`config.mk`:
```
export PLATFORM = sky130hd
export DESIGN_NAME = sbt_ram
export DESIGN_NICKNAME = d
export VERILOG_FILES = /design/src/hdl/sbt_ram.sv
export SDC_FILE = /design/constraint.sdc
export NUM_CORES = 1
export LEC_CHECK = 0
export BUFFER_PORTS_ARGS = -buffer_cell sky130_fd_sc_hd__buf_2
export CAP_MARGIN = 5
export CORE_MARGIN = 3
export CORE_UTILIZATION = 35
export CTS_CLUSTER_DIAMETER = 120
export DETAILED_ROUTE_END_ITERATION = 12
export GPL_ROUTABILITY_DRIVEN = 0
export PLACE_DENSITY = 0.51
export REMOVE_ABC_BUFFERS = 1
export SYNTH_ARGS = -nofsm -noshare
export SYNTH_HDL_FRONTEND = slang
export SYNTH_SLANG_ARGS = --single-unit
```
`constraint.sdc`:
```
create_clock -name i_clk -period 3.1 [get_ports i_clk]
set_input_delay 0.62 -clock i_clk [delete_from_list [all_inputs] [get_ports i_clk]]
set_output_delay 0.62 -clock i_clk [all_outputs]
set_load 0.005 [all_outputs]
```
`src/hdl/sbt_ram.sv`:
```
// Generic single-port-write, single-read RAM with registered read data.
// No dependencies.
module sbt_ram #(
    parameter int Width = 8,
    parameter int Depth = 16
) (
    input  logic                     i_clk,
    input  logic                     i_we,
    input  logic [$clog2(Depth)-1:0] i_waddr,
    input  logic [Width-1:0]         i_wdata,
    input  logic [$clog2(Depth)-1:0] i_raddr,
    output logic [Width-1:0]         o_rdata
);
    logic [Width-1:0] r_mem [Depth];

    always_ff @(posedge i_clk) begin
        if (i_we) r_mem[i_waddr] <= i_wdata;
        o_rdata <= r_mem[i_raddr];
    end
endmodule

```
==> results of run 1 <==
==> sequential cells by signal, indices dropped and copies added, names as in the netlist <==
| register | count |
|---|---|
| r_mem | 128 |
| o_rdata | 8 |
==> path summary, 6_finish.rpt <==
kind / from / end / slack (ns)
max: i_waddr[2] / r_mem[1][7] / 1.18
min: i_wdata[2] / r_mem[12][2] / 0.60
max reg2reg: r_mem[9][5] / o_rdata[5] / 1.63
min reg2reg: r_mem[4][2] / o_rdata[2] / 0.67
==> routing by layer <==
layer / vias to the layer above / track usage, %
li1: 1069 / -
met1: 1242 / 20.6
met2: 55 / 20.5
met3: 13 / 4.35
met4: 0 / 4.92
met5: - / 0
==> power groups by stage <==
| stage | logic (W) | registers (W) | clock network [W] |
|---|---|---|---|
| 5_1_grt | 0.000211 | 0.00207 | 0.00186 |
| 6_report | 0.000192 | 0.00207 | 0.00173 |
| 4_1_cts | 0.000197 | 0.00207 | 0.00178 |
| 3_5_place_dp | 0.000197 | 0.00211 | 0 |
| 2_1_floorplan | 0.0000824 | 0.00210 | 0 |
| 3_3_place_gp | 0.000193 | 0.00211 | 0 |
==> cells by family (layout without fill, tap and decap cells) <==
family / after synthesis / after routing
compound gates: 16 / 16
buf+inv: 10 / 70
mux: 32 / 32
flops: 136 / 136
simple gates: 35 / 35
==> final cells by class <==
class                      instances  share of cell area [%]
multi-input combinational         83                    17.5
sequential                       136                    66.2
tap                              180                    3.72
clock inverter                     7                   0.910
timing repair buffer              40                    4.34
clock buffer                      23                    7.40
==> worst reg2reg max path: cells and delay by family, from the launching register on <==
kind             cells  cell delay, ns
multiplexers         1            0.55
AO/OA/AOI/OAI        1            0.36
AND/OR/NAND/NOR      1            0.08
flip-flops           1            0.35
==> cell usage after synthesis, drive strengths merged <==
cell | count | area share (%)
edfxtp | 128 | 75
mux4 | 32 | 15
a22oi | 16 | 2.3
nor2 | 13 | 0.95
nand2 | 9 | 0.66
dfxtp | 8 | 3.1
buf | 7 | 1.1
nor3 | 4 | 0.39
clkdlybuf4s25 | 3 | 0.58
nand2b | 2 | 0.24
nand3b | 2 | 0.29
and2 | 1 | 0.12
and2b | 1 | 0.15
nand3 | 1 | 0.097
nor2b | 1 | 0.12
or3b | 1 | 0.17
==> stage by stage <==
step / utilization (%) / setup WS (ns) / area (sq um)
final: 42.8 / 1.18 / 6050
after global routing: 42.8 / 1.11 / 6050
after CTS: 42.8 / 1.16 / 6050
after detailed placement: 39.2 / 0.717 / 5550
after global placement: 39.2 / 0.740 / 5550
after floorplan: - / 0.987 / 5060
==> metrics.csv, run 1 <==
stage,metric,value,unit
logic_synthesis,avgSynthCellArea,22.5,sq um
timing,maxSlewViolCount,0,
global_route,antenna_found_initial,0,
clocking,cts_tree,yes,
power_and_ir_drop,leakagePower,2.03,nW
drt,wl,10600,um
drt,wl_per_cell,22.5,um
timing,final.min_clock_period,1.92,ns
die,coreArea,14100,sq um
clocking,clkTransAtPathRegs,0.05,ns
critical_path,worst-path-buf-inv,1,
logic_synthesis,synth-compound-area-share,2.33,%
global_route,overflow,0,
logic_synthesis,ys_seq_area_share,77.8,%
clocking,cts.path.max_buffers,2,
power_and_ir_drop,combinationalPowerShare,4.8,%
logic_synthesis,ys_seq_elements,136,
timing,relSlewSlack,39.8,%
critical_path,crit_family,simple AND/OR/NAND/NOR gates,
timing,fmax,0.521,GHz
critical_path,crit_chain,buf_2 -> or3b_2 -> nor2_1,
final_layout,diodes,0,
final_layout,regArea,4000,sq um
final_layout,multi_input_area,1060,sq um
logic_synthesis,synth_warnings,0,
drt,vias_per_cell,5.07,
die,die_y,127,um
timing,tightest_slew,0.899,ns
place,dpl.cell_count,439,
job,timing.max_cap.violations,0,
clocking,htree_num_levels,4,
logic_synthesis,yosys.area_share.adder,0,%
power_and_ir_drop,peakVddDrop,0.000434,V
final_layout,instances_no_fill,469,
clocking,ctsResizeCount,0,
critical_path,worstPathArrival,1.94,ns
logic_synthesis,synth_xor_area_share,0,%
critical_path,crit_path_top_delay_cell,nor2_1,
logic_synthesis,yosys.area_share.simple,3.18,%
final_layout,fill_cells,1247,
final_layout,area_growth,17.6,%
logic_synthesis,syn_area,5150,sq um
critical_path,critPathRequiredTime,3.13,ns
power_and_ir_drop,p_int,0.00322,W
drt,drt_first_pass_iters,4,
timing,rsz0062_at_grt,no,
timing,finalClockSkew,0.00855,ns
logic_synthesis,synthCells,229,
critical_path,r2r_cells,3,
min_path,hold_path_class,in -> reg,
global_route,grt_pass1_wl,16300,um
timing,hold_viol,0,
critical_path,crit_fanout,8,
power_and_ir_drop,power.density,660,nW/um^2
power_and_ir_drop,finalPower,0.00400,W
drt,vias,2379,
timing,timing.final.crit_share,61.9,%
global_route,grt_max_degree,18,
critical_path,critical_path_depth,3,
critical_path,cp-end-kind,register,
clocking,clk_latency,0.41,ns
timing,whs,0.603,ns
power_and_ir_drop,power.switching_fraction,19.5,%
drt,wl_met2,4860,um
drt,ant_nets,0,
drt,top_layer,met4,
outcome,status,"complete, no violations",
final_layout,final_common_cell,edfxtp_1,
clocking,ctsHoldBuffers,0,
clocking,postCtsSetupRepairBufs,0,
clocking,clkSinkCount,136,
die,dieWidth,127,um
critical_path,criticalPathCategory,in -> reg,
die,num_rows,43,
critical_path,start_kind,primary input,
place,io_buffers,25,
drt,drc_errors,0,
drt,route.met3.wl,464,um
clocking,cts_root_buffer,clkbuf_16,
logic_synthesis,synth_top_family_by_area,multiplexers,
drt,dr.first_iter.drc_count,124,
power_and_ir_drop,power_frac_clock,43.4,%
power_and_ir_drop,pwr-share-seq,51.8,%
place,detailed_place_hpwl,6790,um
die,start_util,36.4,%
drt,met1_length,5080,um
final_layout,nets,296,
min_path,hold_depth,1,
die,ioPinCount,26,
timing,setup_violations,0,
power_and_ir_drop,switchingPower,0.000780,W
critical_path,max_stage_delay,0.70,ns
final_layout,layout_common_cells,"edfxtp_1 (128), buf_2 (25), mux4_2 (18)",
logic_synthesis,synthMuxAreaShare,15.0,%
clocking,cts_buffers,17,
logic_synthesis,synth_cell_types,19,
global_route,grt_use_total,14.2,%
die,die_area,16200,sq um
timing,tns,0,ns
global_route,grt_pass1_vias,2554,
final_layout,drive_gt1_share,27.3,%
(Power assumes the default switching activity.)
==> inputs of run 2 (changes only) <==
ABC_AREA = 1   (was not set)
PLACE_DENSITY = 0.53   (was 0.51)
clock period = 1.75 ns   (was 3.1 ns; I/O delays follow)
==> run 2 against run 1 <==
Compared with the run above: synthesized cell count grew 140%; clock power grew 110%; clock skew shrank 0.0017 ns; largest cell class unchanged; critical path depth shrank 2; combinational power grew 130%; design area grew 13%; sequential cell count is the same; die area grew 11%; register-to-register slack lost 0.82 ns; worst hold slack lost 0.28 ns; wire length grew 22%.
==> metrics.csv, run 2 <==
stage,metric,value,unit
outcome,status,"complete, no violations",
place,dpl.cell_count,796,
final_layout,final_common_cell,nand2_1,
clocking,clkSinkCount,136,
critical_path,crit_fanout,1,
clocking,cts_tree,yes,
final_layout,top_register,r_mem,
global_route,antenna_found_initial,0,
final_layout,nets,617,
logic_synthesis,synth_cell_types,12,
power_and_ir_drop,leakagePower,2.96,nW
critical_path,start_kind,register,
timing,timing.final.crit_share,71.3,%
drt,wl,12900,um
logic_synthesis,ys_seq_area_share,69.4,%
global_route,overflow,0,
die,dieWidth,134,um
clocking,clk_latency,0.41,ns
critical_path,crit_path_top_delay_cell,dfxtp_1,
drt,vias,3781,
clocking,postCtsSetupRepairBufs,0,
final_layout,drive_gt1_share,13.7,%
clocking,cts.path.max_buffers,2,
min_path,worstHoldStart,i_raddr[3],
min_path,hold_depth,3,
logic_synthesis,synthCells,551,
die,start_util,36.0,%
logic_synthesis,synth_warnings,0,
timing,relSlewSlack,73.6,%
global_route,busiest_layer,met2,
logic_synthesis,synth_edf_count,128,
timing,maxSlewViolCount,0,
power_and_ir_drop,power.density,1130,nW/um^2
global_route,gr-usage-met2,25.2,%
die,num_rows,46,
final_layout,instances_no_fill,827,
critical_path,crit_family,flip-flops,
clocking,ctsHoldBuffers,0,
place,io_buffers,25,
min_path,min_to,o_rdata[0],
job,timing.max_cap.violations,0,
critical_path,critPathRequiredTime,1.40,ns
timing,tightest_slew,0.396,ns
die,coreArea,16000,sq um
min_path,hold_path_class,in -> reg,
global_route,grt_pass1_vias,3811,
power_and_ir_drop,peakVddDrop,0.000773,V
critical_path,crit_chain,buf_2,
drt,drc_errors,0,
logic_synthesis,yosys-top-cells-area,"edfxtp_1 (67%), nand2_1 (11%), nand3_1 (8.4%), inv_1 (6.5%), dfxtp_1 (2.8%)",
timing,hold_viol,0,
final_layout,top_regs,"r_mem: 128 flops, o_rdata: 8 flops",
logic_synthesis,ys_seq_elements,136,
logic_synthesis,yosys.area.top_type_share,66.7,%
critical_path,reg2reg_from,r_mem[8][4],
critical_path,worstPathArrival,0.90,ns
clocking,htree_num_levels,4,
die,ioPinCount,26,
power_and_ir_drop,finalPower,0.00777,W
critical_path,regToRegEndpoint,o_rdata[4],
die,die_y,134,um
place,detailed_place_hpwl,8560,um
drt,ant_nets,0,
critical_path,r2r_slack,0.81,ns
final_layout,diodes,0,
global_route,grt_max_degree,42,
drt,dr.first_iter.drc_count,296,
timing,finalClockSkew,0.00683,ns
global_route,grt_use_total,15.2,%
drt,wl_per_cell,15.6,um
timing,setup_violations,0,
clocking,cts_root_buffer,clkbuf_16,
logic_synthesis,synth_top_cell_by_area,edfxtp_1,
final_layout,layout_common_cells,"nand2_1 (173), edfxtp_1 (128), inv_1 (100)",
final_layout,fill_cells,1585,
critical_path,worst-path-buf-inv,1,
critical_path,cp-end-kind,output port,
final_layout,area_growth,18.9,%
critical_path,r2r_cells,6,
timing,fmax,0.801,GHz
logic_synthesis,netlist_top_cells_count,"nand2_1 (173), edfxtp_1 (128), inv_1 (100)",
drt,drt_first_pass_iters,5,
logic_synthesis,yosysMostFrequentCell,nand2_1,
clocking,clkTransAtPathRegs,0.05,ns
logic_synthesis,yosys_most_used_dff,edfxtp_1,
die,die_area,18100,sq um
logic_synthesis,avgSynthCellArea,10.5,sq um
global_route,grt_pass1_wl,21000,um
timing,tns,0,ns
logic_synthesis,synth-async-reset-ratio,0,%
critical_path,max_stage_delay,0.36,ns
global_route,met1_usage,20.1,%
critical_path,criticalPathCategory,reg -> out,
drt,vias_per_cell,4.57,
clocking,cts_buffers,17,
final_layout,largest_reg_flops,128,
timing,final.min_clock_period,1.25,ns
clocking,ctsResizeCount,0,
logic_synthesis,syn_area,5770,sq um
timing,rsz0062_at_grt,no,
global_route,use_met3,2.89,%
==> run 2: report_power, final <==
| part | switching, W | internal, W |
|---|---|---|
| Sequential | 0.0000223 | 0.00364 |
| Combinational | 0.000302 | 0.000145 |
| Clock | 0.00129 | 0.00237 |
| Total | 0.00161 | 0.00616 |
==> run 2: routing by layer <==
metal / part of all wire (%) / routed length (um)
met5: 0 / 0
met3: 3.6 / 467
met2: 50 / 6400
met4: 1.5 / 187
met1: 45 / 5840
==> run 2: metrics by stage <==
step	utilization (%)	cell area, sq um	hold slack (ns)	setup slack (ns)
final	42.8	6850	0.323	0.502
after global routing	42.8	6850	0.334	0.465
after CTS	42.8	6850	0.311	0.474
after detailed placement	39.0	6240	0.661	0.341
after global placement	39.0	6240	0.634	0.353
after floorplan	-	5600	0.449	0.420
==> run 2: kinds of logic after synthesis <==
kind of cell / Yosys count / share of synthesized area, %
simple gates: 289 / 21.0
flops: 136 / 69.4
buf+inv: 126 / 9.52
==> run 2: final cells by class <==
cell class	count	area [sq um]	area share [%]
multi-input cells	289	1210	17.7
inverters	102	383	5.59
flip-flops and latches	136	4000	58.4
repair buffers	53	373	5.44
clock inverters	12	178	2.59
clock buffers	19	433	6.32
well taps	216	270	3.94
==> run 2: worst max path at each step <==
stage                          start           to  slack (ns)  depth (start not counted)
after floorplan           i_raddr[0]   o_rdata[2]        0.42                          6
after CTS                 o_rdata[2]   o_rdata[2]        0.47                          1
after global placement    i_waddr[2]  r_mem[8][2]        0.35                          4
final                     o_rdata[2]   o_rdata[2]        0.50                          1
after detailed placement  i_raddr[1]   o_rdata[0]        0.34                          7
after global routing      o_rdata[2]   o_rdata[2]        0.47                          1
==> inputs of run 3 (changes only) <==
PLACE_DENSITY = 0.51   (was 0.53)
clock period = 1.3 ns   (was 1.75 ns; I/O delays follow)
==> run 3 against run 2 <==
Compared with the run above: worst setup slack got worse by 0.37 ns; sequential cell count stayed put; worst hold slack got worse by 0.065 ns; largest cell class unchanged; critical path type unchanged.
==> metrics.csv, run 3 (synthesized netlist as in run 2, its figures left out) <==
stage,metric,value,unit
outcome,status,"complete, no violations",
power_and_ir_drop,peakVddDrop,0.000898,V
final_layout,drive_gt1_share,13.5,%
die,coreArea,16000,sq um
clocking,cts_root_buffer,clkbuf_16,
critical_path,crit_family,flip-flops,
critical_path,crit_chain,buf_2,
global_route,antenna_found_initial,0,
drt,dr.first_iter.drc_count,268,
critical_path,worst-path-buf-inv,1,
global_route,grt_use_total,15.3,%
clocking,clkSinkCount,136,
clocking,cts_buffers,17,
critical_path,cp-end-kind,output port,
drt,vias,3797,
timing,timing.final.crit_share,89.5,%
critical_path,criticalPathCategory,reg -> out,
critical_path,critPathRequiredTime,1.04,ns
final_layout,layout_common_cells,"nand2_1 (173), edfxtp_1 (128), inv_1 (100)",
drt,ant_nets,0,
die,die_y,134,um
critical_path,crit_fanout,1,
drt,drt_first_pass_iters,5,
drt,met1_length,5800,um
timing,setup_violations,0,
final_layout,largest_reg_flops,128,
die,start_util,36.0,%
timing,fmax,0.859,GHz
clocking,cts.path.max_buffers,2,
clocking,clkTransAtPathRegs,0.06,ns
final_layout,final_common_cell,nand2_1,
drt,drc_errors,0,
timing,tns,0,ns
final_layout,diodes,0,
timing,tightest_slew,0.624,ns
die,die_area,18100,sq um
drt,wl_met2,6410,um
timing,maxSlewViolCount,0,
die,ioPinCount,26,
timing,hold_viol,0,
timing,finalClockSkew,0.00421,ns
drt,wl,13000,um
critical_path,worstPathArrival,0.90,ns
die,num_rows,46,
drt,top_layer,met4,
critical_path,max_stage_delay,0.37,ns
critical_path,crit_path_top_delay_cell,dfxtp_1,
drt,vias_per_cell,4.58,
job,timing.max_cap.violations,0,
place,detailed_place_hpwl,8230,um
clocking,htree_num_levels,4,
final_layout,nets,618,
min_path,hold_path_class,in -> reg,
clocking,cts_tree,yes,
clocking,ctsResizeCount,0,
clocking,postCtsSetupRepairBufs,0,
place,io_buffers,25,
clocking,clk_latency,0.40,ns
global_route,grt_max_degree,47,
place,placed_area,6250,sq um
drt,wl_per_cell,15.7,um
final_layout,area_growth,18.2,%
timing,rsz0062_at_grt,no,
power_and_ir_drop,power.density,1480,nW/um^2
drt,route.met3.wl,557,um
die,dieWidth,134,um
timing,final.min_clock_period,1.16,ns
final_layout,top_register,r_mem,
global_route,overflow,0,
clocking,ctsHoldBuffers,0,
final_layout,top_regs,"r_mem: 128 flops, o_rdata: 8 flops",
power_and_ir_drop,leakagePower,2.95,nW
final_layout,design_area,6810,sq um
timing,relSlewSlack,58.3,%
global_route,grt_pass1_wl,20600,um
global_route,grt_pass1_vias,3700,
critical_path,start_kind,register,
[run 3: cell types whose count changed in the layout (fill, tap and decap cells not counted), sizes merged]
cell,previous run,this run
clkinvlp,4,3
bufinv,4,2
clkinv,4,7
buf,53,54
inv,102,103
[run 3: where the power goes]
part	switching [W]	leakage [nW]	internal [W]
registers	0.0000314	1.22	0.00490
logic	0.000404	1.46	0.000192
clock network	0.00173	0.266	0.00280
total	0.00217	2.95	0.00790
[run 3: routing by layer]
layer / vias up / global-route usage [%]
li1: 1872 / -
met1: 1817 / 20.1
met2: 92 / 24.9
met3: 16 / 2.85
met4: 0 / 6.50
met5: - / 0
[run 3: layout make-up]
cell class                 instances  area, sq um
clock inverter                    13          130
fill                            1576         9190
timing repair buffer              54          380
tap                              216          270
inverter                         102          383
sequential                       136         4000
clock buffer                      19          433
multi-input combinational        289         1210
[run 3: final timing paths]
check,from,end,slack (ns),depth (start not counted)
setup / recovery,o_rdata[5],o_rdata[5],0.14,1
hold / removal,i_wdata[6],r_mem[6][6],0.26,1
setup reg to reg,r_mem[3][2],o_rdata[2],0.36,6
hold reg to reg,r_mem[12][5],o_rdata[5],0.65,6
[run 3: per-stage QoR]
step / power [W] / std cells / util, % / setup WS [ns] / hold WS (ns)
after floorplan: 0.00528 / 527 / - / 0.0595 / 0.359
after global placement: 0.00563 / 797 / 39.1 / -0.0776 / 0.640
after detailed placement: 0.00563 / 797 / 39.1 / -0.0820 / 0.644
after CTS: 0.0102 / 829 / 42.6 / 0.0957 / 0.239
after global routing: 0.0104 / 829 / 42.6 / 0.0923 / 0.256
final: 0.0101 / 829 / 42.6 / 0.136 / 0.258
